$ cat config.mk
export PLATFORM = sky130hd
export DESIGN_NAME = hdstl_ctrl
export DESIGN_NICKNAME = d
export VERILOG_FILES = /design/src/hdl/hdstl_pkg.sv /design/src/hdl/hdstl_ctrl.sv
export SDC_FILE = /design/constraint.sdc
export NUM_CORES = 1
export LEC_CHECK = 0
export ABC_AREA = 1
export BUFFER_PORTS_ARGS = -buffer_cell sky130_fd_sc_hd__clkbuf_2
export CORE_UTILIZATION = 25
export DETAILED_ROUTE_END_ITERATION = 6
export PLACE_DENSITY = 0.55
export SLEW_MARGIN = 40
export SYNTH_ARGS = -nofsm -noshare
export SYNTH_HDL_FRONTEND = slang
export SYNTH_SLANG_ARGS = --single-unit
$ cat constraint.sdc
create_clock -name clk -period 2.7 [get_ports clk]
set_input_delay 0.405 -clock clk [delete_from_list [all_inputs] [get_ports clk]]
set_output_delay 0.405 -clock clk [all_outputs]
set_load 0.02 [all_outputs]
$ cat src/hdl/hdstl_pkg.sv
// ----------------------------------------------------------------------------
// hdstl_pkg
// Shared types, codes and defaults for the sorted digest table.
// ----------------------------------------------------------------------------
package hdstl_pkg;

  localparam int DEF_TABLE_DEPTH = 1024;
  localparam int DEF_KEY_BYTES   = 32;
  localparam int WORD_W          = 64;
  localparam int KEY_WORDS_MAX   = 4;
  localparam int NAME_W          = 32;
  localparam int COUNT_OUT_W     = 11;

  typedef enum logic [1:0] {
    OP_CLEAR  = 2'd0,
    OP_INSERT = 2'd1,
    OP_LOOKUP = 2'd2,
    OP_NOP    = 2'd3
  } op_t;

  typedef enum logic [2:0] {
    ST_IDLE,
    ST_SEARCH_RD,
    ST_SEARCH_CMP,
    ST_SHIFT_RD,
    ST_SHIFT_WR,
    ST_INS_WR,
    ST_DONE
  } state_t;

  typedef enum logic [1:0] {
    RD_MID,
    RD_LO,
    RD_SHIFT
  } rd_sel_t;

  typedef struct packed {
    logic    accept;
    logic    init_search;
    logic    step_search;
    logic    rd_en;
    rd_sel_t rd_sel;
    logic    init_shift;
    logic    shift_write;
    logic    ins_write;
    logic    clear_count;
    logic    load_result;
  } cmd_t;

  typedef struct packed {
    op_t  op_in;
    op_t  op_reg;
    logic full;
    logic lo_lt_hi;
    logic ptr_eq_lo;
    logic out_free;
  } sts_t;

endpackage

$ cat src/hdl/hdstl_ctrl.sv
// ----------------------------------------------------------------------------
// hdstl_ctrl
// Controller: sequences search probes, the insert shift and result loading.
// ----------------------------------------------------------------------------
module hdstl_ctrl import hdstl_pkg::*; (
  input  logic clk,
  input  logic rst,
  input  logic req_valid,
  output logic req_ready,
  input  sts_t sts,
  output cmd_t cmd
);

  state_t state;
  state_t state_next;

  always_ff @(posedge clk) begin
    if (rst) begin
      state <= ST_IDLE;
    end else begin
      state <= state_next;
    end
  end

  always_comb begin
    state_next = state;
    unique case (state)
      ST_IDLE: begin
        if (req_valid) begin
          unique case (sts.op_in)
            OP_INSERT: state_next = sts.full ? ST_DONE : ST_SEARCH_RD;
            OP_LOOKUP: state_next = ST_SEARCH_RD;
            OP_CLEAR:  state_next = ST_DONE;
            OP_NOP:    state_next = ST_DONE;
            default:   state_next = ST_DONE;
          endcase
        end
      end
      ST_SEARCH_RD: begin
        if (sts.lo_lt_hi) begin
          state_next = ST_SEARCH_CMP;
        end else if (sts.op_reg == OP_LOOKUP) begin
          state_next = ST_DONE;
        end else begin
          state_next = ST_SHIFT_RD;
        end
      end
      ST_SEARCH_CMP: state_next = ST_SEARCH_RD;
      ST_SHIFT_RD:   state_next = sts.ptr_eq_lo ? ST_INS_WR : ST_SHIFT_WR;
      ST_SHIFT_WR:   state_next = ST_SHIFT_RD;
      ST_INS_WR:     state_next = ST_DONE;
      ST_DONE: begin
        if (sts.out_free) begin
          state_next = ST_IDLE;
        end
      end
      default: state_next = ST_IDLE;
    endcase
  end

  always_comb begin
    cmd        = cmd_t'('0);
    cmd.rd_sel = RD_MID;
    req_ready  = 1'b0;
    unique case (state)
      ST_IDLE: begin
        req_ready = 1'b1;
        if (req_valid) begin
          cmd.accept      = 1'b1;
          cmd.init_search = 1'b1;
          cmd.clear_count = (sts.op_in == OP_CLEAR);
        end
      end
      ST_SEARCH_RD: begin
        if (sts.lo_lt_hi) begin
          cmd.rd_en  = 1'b1;
          cmd.rd_sel = RD_MID;
        end else if (sts.op_reg == OP_LOOKUP) begin
          // final read at the lower bound, checked for equality in DONE
          cmd.rd_en  = 1'b1;
          cmd.rd_sel = RD_LO;
        end else begin
          cmd.init_shift = 1'b1;
        end
      end
      ST_SEARCH_CMP: cmd.step_search = 1'b1;
      ST_SHIFT_RD: begin
        if (!sts.ptr_eq_lo) begin
          cmd.rd_en  = 1'b1;
          cmd.rd_sel = RD_SHIFT;
        end
      end
      ST_SHIFT_WR: cmd.shift_write = 1'b1;
      ST_INS_WR:   cmd.ins_write   = 1'b1;
      ST_DONE:     cmd.load_result = sts.out_free;
      default:     cmd.load_result = 1'b0;
    endcase
  end

endmodule

==> tab_implementation.tex, run 1 <==
\begin{tabular}{lr}
\hline
Metric & Value \\
\hline
\multicolumn{2}{l}{\textbf{Placement}} \\
Routability congestion estimate & 0.812 \\
Count of input and output buffers & 22 \\
Half-perimeter wire length after detailed placement & 779 µm \\
Worst-case setup slack after placement & 1170 ps \\
\multicolumn{2}{l}{\textbf{Drt}} \\
Via density per instance & 4.35 \\
Pre-Repair DR Iteration Count & 5 \\
Total via count in the routed design & 461 \\
DRC violation total after the first TritonRoute iteration & 7 \\
Post-DRT Antenna Nets & 0 \\
Final WL & 886 µm \\
Total DRC errors in the routed layout & 0 \\
Post-DR wirelength/cell & 8.36 µm \\
\multicolumn{2}{l}{\textbf{STA}} \\
Transition time at the pin with the least slew margin & 469 ps \\
Worst-case headroom to the max-slew limit & 68.7\% \\
Final setup violating endpoints & 0 \\
Final worst path period share & 65.5\% \\
Shortest period the worst path allows & 1770 ps \\
Unrepaired setup endpoints after global routing & false \\
Final Hold Fails & 0 \\
Fin worst setup slack & 932 ps \\
Setup TNS & 0 ps \\
Skew final & 3.34 ps \\
Final slew viol count & 0 \\
Upper clock frequency limit & 0.566 GHz \\
\multicolumn{2}{l}{\textbf{Pwr}} \\
VDD IR max & 245 µV \\
Clock network power share & 15.4\% \\
Switching power summed over all nets & 270 µW \\
Leakage & 0.000329 µW \\
Cell-internal power & 234 µW \\
Power density cells & 891 mW/mm² \\
Final Total Pwr & 504 µW \\
Switching Fraction & 53.5\% \\
Sequential share of power & 21.1\% \\
Relative contribution of combinational cells to total power & 63.5\% \\
\multicolumn{2}{l}{\textbf{Floorplanning}} \\
Horizontal die dimension & 43.9 µm \\
Die area & 0.00193 mm² \\
Boundary pin count & 23 \\
Overall die height & 43.9 µm \\
Initial Util & 27.9\% \\
Core area & 0.00158 mm² \\
Number of placement rows & 14 \\
\multicolumn{2}{l}{\textbf{Synth}} \\
Cells after Synth & 67 \\
Post-synthesis instance area & 439 µm² \\
Net count after synthesis & 81 \\
Mean cell area of the mapped netlist & 6.55 µm² \\
Share of the synthesized area in the top cell type & 13.7\% \\
Cell taking the most area after synthesis & dfxtp\_1 \\
Leading post-synthesis cells by cell area & dfxtp\_1, nand2\_1, ha\_1, nor2\_1, inv\_1 \\
Number of distinct library cell variants in the gate-level netlist after synthesis & 22 \\
Flip-flop and latch count after synthesis & 3 \\
Register area share after synthesis & 13.7\% \\
Number of warnings issued by yosys & 0 \\
\multicolumn{2}{l}{\textbf{Clocking}} \\
Root buffer selected by CTS & clkbuf\_4 \\
Number of cells upsized or downsized after cts & 0 \\
Skew-Pair Late Insertion Delay & 230 ps \\
Maximum clock insertion buffer count & 2 \\
CTS H-tree depth & 1 \\
Number of clock buffers inserted by TritonCTS & 3 \\
Clock input transition at the sequential cells of the worst setup and hold paths & 40 ps \\
Setup Fix Bufs, Post-CTS & 0 \\
Hold buffer count at CTS & 0 \\
\# clock sinks & 3 \\
CTS tree & built \\
\multicolumn{2}{l}{\textbf{Run status}} \\
Outcome & finished clean \\
\multicolumn{2}{l}{\textbf{Global route}} \\
Tot GR Track Use & 11.1\% \\
Total overflow reported by the global router & 0 \\
Initial antenna violation count & 0 \\
Number of global-route vias before repair & 411 \\
Met2 track demand over resource in global routing & 16.7\% \\
Pin count of the biggest net entering global routing & 10 \\
Busiest metal layer after global routing & met2 \\
Wire length of the first global-routing pass & 1.60 mm \\
Global routing met1 resource utilization & 15.7\% \\
Met3 track utilization from global routing & 1.25\% \\
\multicolumn{2}{l}{\textbf{Finish}} \\
Most common library cell in the layout ignoring fill and taps & clkbuf\_2 \\
Count of inserted antenna diode cells & 0 \\
Most flops, register & state \\
Net count reported at finish & 105 \\
Largest register FFs & 3 \\
Filler cells & 181 \\
Largest registers in the final layout & state x3 \\
Share of final-layout standard cells stronger than drive strength 1 & 43.3\% \\
Post-synthesis to final-layout area growth & 28.8\% \\
Highest-count cells in the layout ignoring fill and taps & clkbuf\_2, nand2\_1, nor2\_1 \\
\multicolumn{2}{l}{\textbf{Setup path}} \\
R2R Path End & state[0]\$\_SDFFE\_PP0P\_ \\
Reg2Reg Depth & 5 \\
Nature of the critical path endpoint & output port \\
Worst endpoint required time & 2300 ps \\
Endpoint arrival time on the critical path & 1360 ps \\
Worst setup path start & state[0]\$\_SDFFE\_PP0P\_ \\
Worst Path Max Fanout & 8 \\
Critical Path Source Type & flop \\
R2R Setup Slk & 1380 ps \\
Startpoint of the worst register-to-register path & state[2]\$\_SDFFE\_PP0P\_ \\
Worst setup path endpoint & cmd[7] \\
Worst setup path class & flop to output port \\
\multicolumn{2}{l}{\textbf{Worst hold path}} \\
Worst min path class & primary input to flop \\
\multicolumn{2}{l}{\textbf{Run}} \\
Max cap viols & 0 \\
\hline
\end{tabular}
## layout make-up
cell class	instances	area, µm²	share of cell area (%)
clock buffer	4	26.3	4.65
multi-input combinational	49	299	52.9
timing repair buffer	22	110	19.5
sequential	3	60.1	10.6
inverter	12	50.0	8.85
tap	16	20.0	3.54
## worst max-delay path, cell delays in order, from the launching register on
cell      delay, ps
dfxtp_1         540
nand2_4         110
o32ai_1         270
clkbuf_2        210
## metal layers
layer,part of all wire [%],vias to the layer above
li1,-,256
met1,50,185
met2,43,18
met3,5.6,2
met4,0.90,0
met5,0,-
## logic make-up after synthesis
logic type	count (synthesis)	synth area share [%]
buffers and inverters	15	18.2
flip-flops	3	13.7
AO/OA/AOI/OAI	9	11.7
AND/OR/NAND/NOR	37	47.9
adder cells (fa/ha/maj)	3	8.55
## cells in the mapped netlist
| cell type | count |
|---|---|
| nand2_1 | 12 |
| o21a_1 | 1 |
| nor2_1 | 9 |
| nor3_1 | 4 |
| nand3_1 | 2 |
| nand3_4 | 1 |
| inv_1 | 8 |
| nand3_2 | 1 |
| o32ai_1 | 1 |
| dfxtp_1 | 3 |
| nand2_4 | 2 |
| nor2_2 | 2 |
| nand2_2 | 3 |
| ha_1 | 3 |
| inv_2 | 3 |
| buf_6 | 2 |
| a21oi_1 | 2 |
| o21ai_1 | 1 |
| o21ai_0 | 4 |
| buf_4 | 1 |
| clkinv_4 | 1 |
| nor2_8 | 1 |
## power groups by stage
stage	Sequential, µW	Combinational (µW)	Clock [µW]
floorplan	69.6	312	0
global placement	107	324	0
detailed placement	107	324	0
CTS	107	326	80.2
global route	112	361	88.6
finish	106	320	77.9
## how the worst min path moves through the flow
stage	startpoint	endpoint	slack [ps]	cells past startpoint
after floorplan	rst	state[1]$_SDFFE_PP0P_	470	1
after global placement	rst	state[1]$_SDFFE_PP0P_	600	2
after detailed placement	rst	state[1]$_SDFFE_PP0P_	600	2
after CTS	rst	state[2]$_SDFFE_PP0P_	360	2
after global routing	rst	state[2]$_SDFFE_PP0P_	360	2
final	rst	state[2]$_SDFFE_PP0P_	370	2
## per-stage QoR
stage	std cells	utilization, %	instance area, µm²	hold WS, ps
after CTS	106	35.9	566	361
after global routing	106	35.9	566	358
after floorplan	67	-	439	474
after detailed placement	102	34.2	539	602
final	106	35.9	566	365
after global placement	102	34.2	539	599
No activity file was read; power rests on OpenSTA's default activity.
==> inputs of run 2 (changes only) <==
PLACE_DENSITY = 0.57   (was 0.55)
clock period = 1.6 ns   (was 2.7 ns; I/O delays follow)
==> run 2 against run 1 <==
Compared with the run above:
- sequential share of layout area is 0.59 points higher
- total power is 73% higher
- sequential power is 75% higher
- clock skew is 0.75 ps higher
- via count is 0.43% lower
- die area stayed put
- setup slack worse by 800 ps
- first-iteration DRC count is 43% higher
- utilization is 0.24 points higher
- final area is 0.66% higher
- clock power is 81% higher
- critical path type unchanged
- highest routed layer unchanged
==> tab_implementation.tex, run 2 (same netlist as run 1, synthesis figures left out) <==
\begin{tabular}{lr}
\hline
Metric & Value \\
\hline
\multicolumn{2}{l}{\textbf{Global route}} \\
Total overflow reported by the global router & 0 \\
Busiest metal layer after global routing & met2 \\
Met2 track demand over resource in global routing & 15.2\% \\
Wire length of the first global-routing pass & 1.49 mm \\
Number of global-route vias before repair & 376 \\
Global routing met1 resource utilization & 14.2\% \\
Initial antenna violation count & 0 \\
Tot GR Track Use & 10.3\% \\
Pin count of the biggest net entering global routing & 10 \\
Met3 track utilization from global routing & 2.92\% \\
\multicolumn{2}{l}{\textbf{Drt}} \\
Via density per instance & 4.33 \\
Final WL & 933 µm \\
Post-DR wirelength/cell & 8.80 µm \\
DRC violation total after the first TritonRoute iteration & 10 \\
Total via count in the routed design & 459 \\
Total DRC errors in the routed layout & 0 \\
Post-DRT Antenna Nets & 0 \\
Pre-Repair DR Iteration Count & 6 \\
\multicolumn{2}{l}{\textbf{Placement}} \\
Cell area after placement & 539 µm² \\
Routability congestion estimate & 0.760 \\
Count of input and output buffers & 22 \\
Half-perimeter wire length after detailed placement & 779 µm \\
\multicolumn{2}{l}{\textbf{STA}} \\
Upper clock frequency limit & 0.682 GHz \\
Final worst path period share & 91.6\% \\
Skew final & 4.09 ps \\
Unrepaired setup endpoints after global routing & false \\
Final slew viol count & 0 \\
Final Hold Fails & 0 \\
Transition time at the pin with the least slew margin & 258 ps \\
Setup TNS & 0 ps \\
Final setup violating endpoints & 0 \\
Shortest period the worst path allows & 1470 ps \\
Worst-case headroom to the max-slew limit & 82.8\% \\
\multicolumn{2}{l}{\textbf{Clocking}} \\
CTS H-tree depth & 1 \\
Maximum clock insertion buffer count & 2 \\
Setup Fix Bufs, Post-CTS & 0 \\
Root buffer selected by CTS & clkbuf\_4 \\
CTS tree & built \\
Number of clock buffers inserted by TritonCTS & 3 \\
Skew-Pair Late Insertion Delay & 240 ps \\
Clock input transition at the sequential cells of the worst setup and hold paths & 40 ps \\
\# clock sinks & 3 \\
\multicolumn{2}{l}{\textbf{Pwr}} \\
VDD IR max & 508 µV \\
Leakage & 0.000331 µW \\
Power density cells & 1530 mW/mm² \\
Final Total Pwr & 873 µW \\
\multicolumn{2}{l}{\textbf{Floorplanning}} \\
Number of placement rows & 14 \\
Overall die height & 43.9 µm \\
Core area & 0.00158 mm² \\
Initial Util & 27.9\% \\
Boundary pin count & 23 \\
Die area & 0.00193 mm² \\
Horizontal die dimension & 43.9 µm \\
\multicolumn{2}{l}{\textbf{Setup path}} \\
Worst Path Max Fanout & 8 \\
Standard cell with the maximum stage delay on the critical path & dfxtp\_2 \\
Critical Path Source Type & flop \\
Endpoint arrival time on the critical path & 1230 ps \\
Worst setup path class & flop to output port \\
Largest stage delay on the critical path & 440 ps \\
Nature of the critical path endpoint & output port \\
Worst endpoint required time & 1360 ps \\
CP Cell Sequence & nand2\_4, o32ai\_1, buf\_2 \\
\multicolumn{2}{l}{\textbf{Finish}} \\
Final std cell area, no fill & 569 µm² \\
Filler cells & 166 \\
Count of inserted antenna diode cells & 0 \\
Post-synthesis to final-layout area growth & 29.6\% \\
Most common library cell in the layout ignoring fill and taps & clkbuf\_2 \\
Most flops, register & state \\
Share of final-layout standard cells stronger than drive strength 1 & 46.7\% \\
Largest registers in the final layout & state x3 \\
Largest register FFs & 3 \\
Highest-count cells in the layout ignoring fill and taps & clkbuf\_2, nand2\_1, nor2\_1 \\
Net count reported at finish & 105 \\
\multicolumn{2}{l}{\textbf{Run}} \\
Max cap viols & 0 \\
\multicolumn{2}{l}{\textbf{Run status}} \\
Outcome & finished clean \\
\multicolumn{2}{l}{\textbf{Worst hold path}} \\
Worst min path class & primary input to flop \\
\hline
\end{tabular}
-- run 2: power breakdown --
| group | switching [µW] | total (µW) | internal [µW] |
|---|---|---|---|
| clock | 46.8 | 141 | 93.9 |
| sequential | 76.7 | 185 | 108 |
| combinational | 346 | 547 | 201 |
-- run 2: worst paths after layout --
kind         cells past startpoint                     to                   from  slack, ps
max                              3                 cmd[7]  state[0]$_SDFFE_PP0P_        130
min                              2  state[1]$_SDFFE_PP0P_                    rst        190
max reg2reg                      4  state[0]$_SDFFE_PP0P_  state[0]$_SDFFE_PP0P_        450
min reg2reg                      4  state[1]$_SDFFE_PP0P_  state[1]$_SDFFE_PP0P_        620
-- run 2: cell type report --
cell class	instances	area (µm²)	share of cell area, %
clock buffer	4	26.3	4.62
inverter	12	50.0	8.79
multi-input combinational	49	299	52.5
sequential	3	63.8	11.2
tap	16	20.0	3.52
timing repair buffer	22	110	19.3
-- run 2: worst max-delay path, delay by kind of cell (launching register included) --
family / cells / cell delay (ps)
flops: 1 / 440
compound gates: 1 / 250
buf+inv: 1 / 200
simple gates: 1 / 90
-- run 2: what timing repair did --
| item | 4_1_cts | 5_1_grt |
|---|---|---|
| endpoints found under the setup margin | 3 | 3 |
| hold buffers | 0 | 0 |
| gates resized for setup | 1 | 3 |
-- run 2: stage by stage --
step                      hold slack, ps  worst slack (ps)  cells  util (%)
after detailed placement             447               237    102      34.2
after CTS                            198              15.4    106      36.0
after floorplan                      309              96.9     67         -
after global routing                 195              33.3    106      36.1
final                                192               134    106      36.1
after global placement               442               261    102      34.2
-- run 2: per-layer routing --
metal | part of all wire (%) | vias to the layer above
li1 | - | 252
met1 | 52 | 186
met2 | 40 | 18
met3 | 7.0 | 3
met4 | 1.2 | 0
met5 | 0 | -
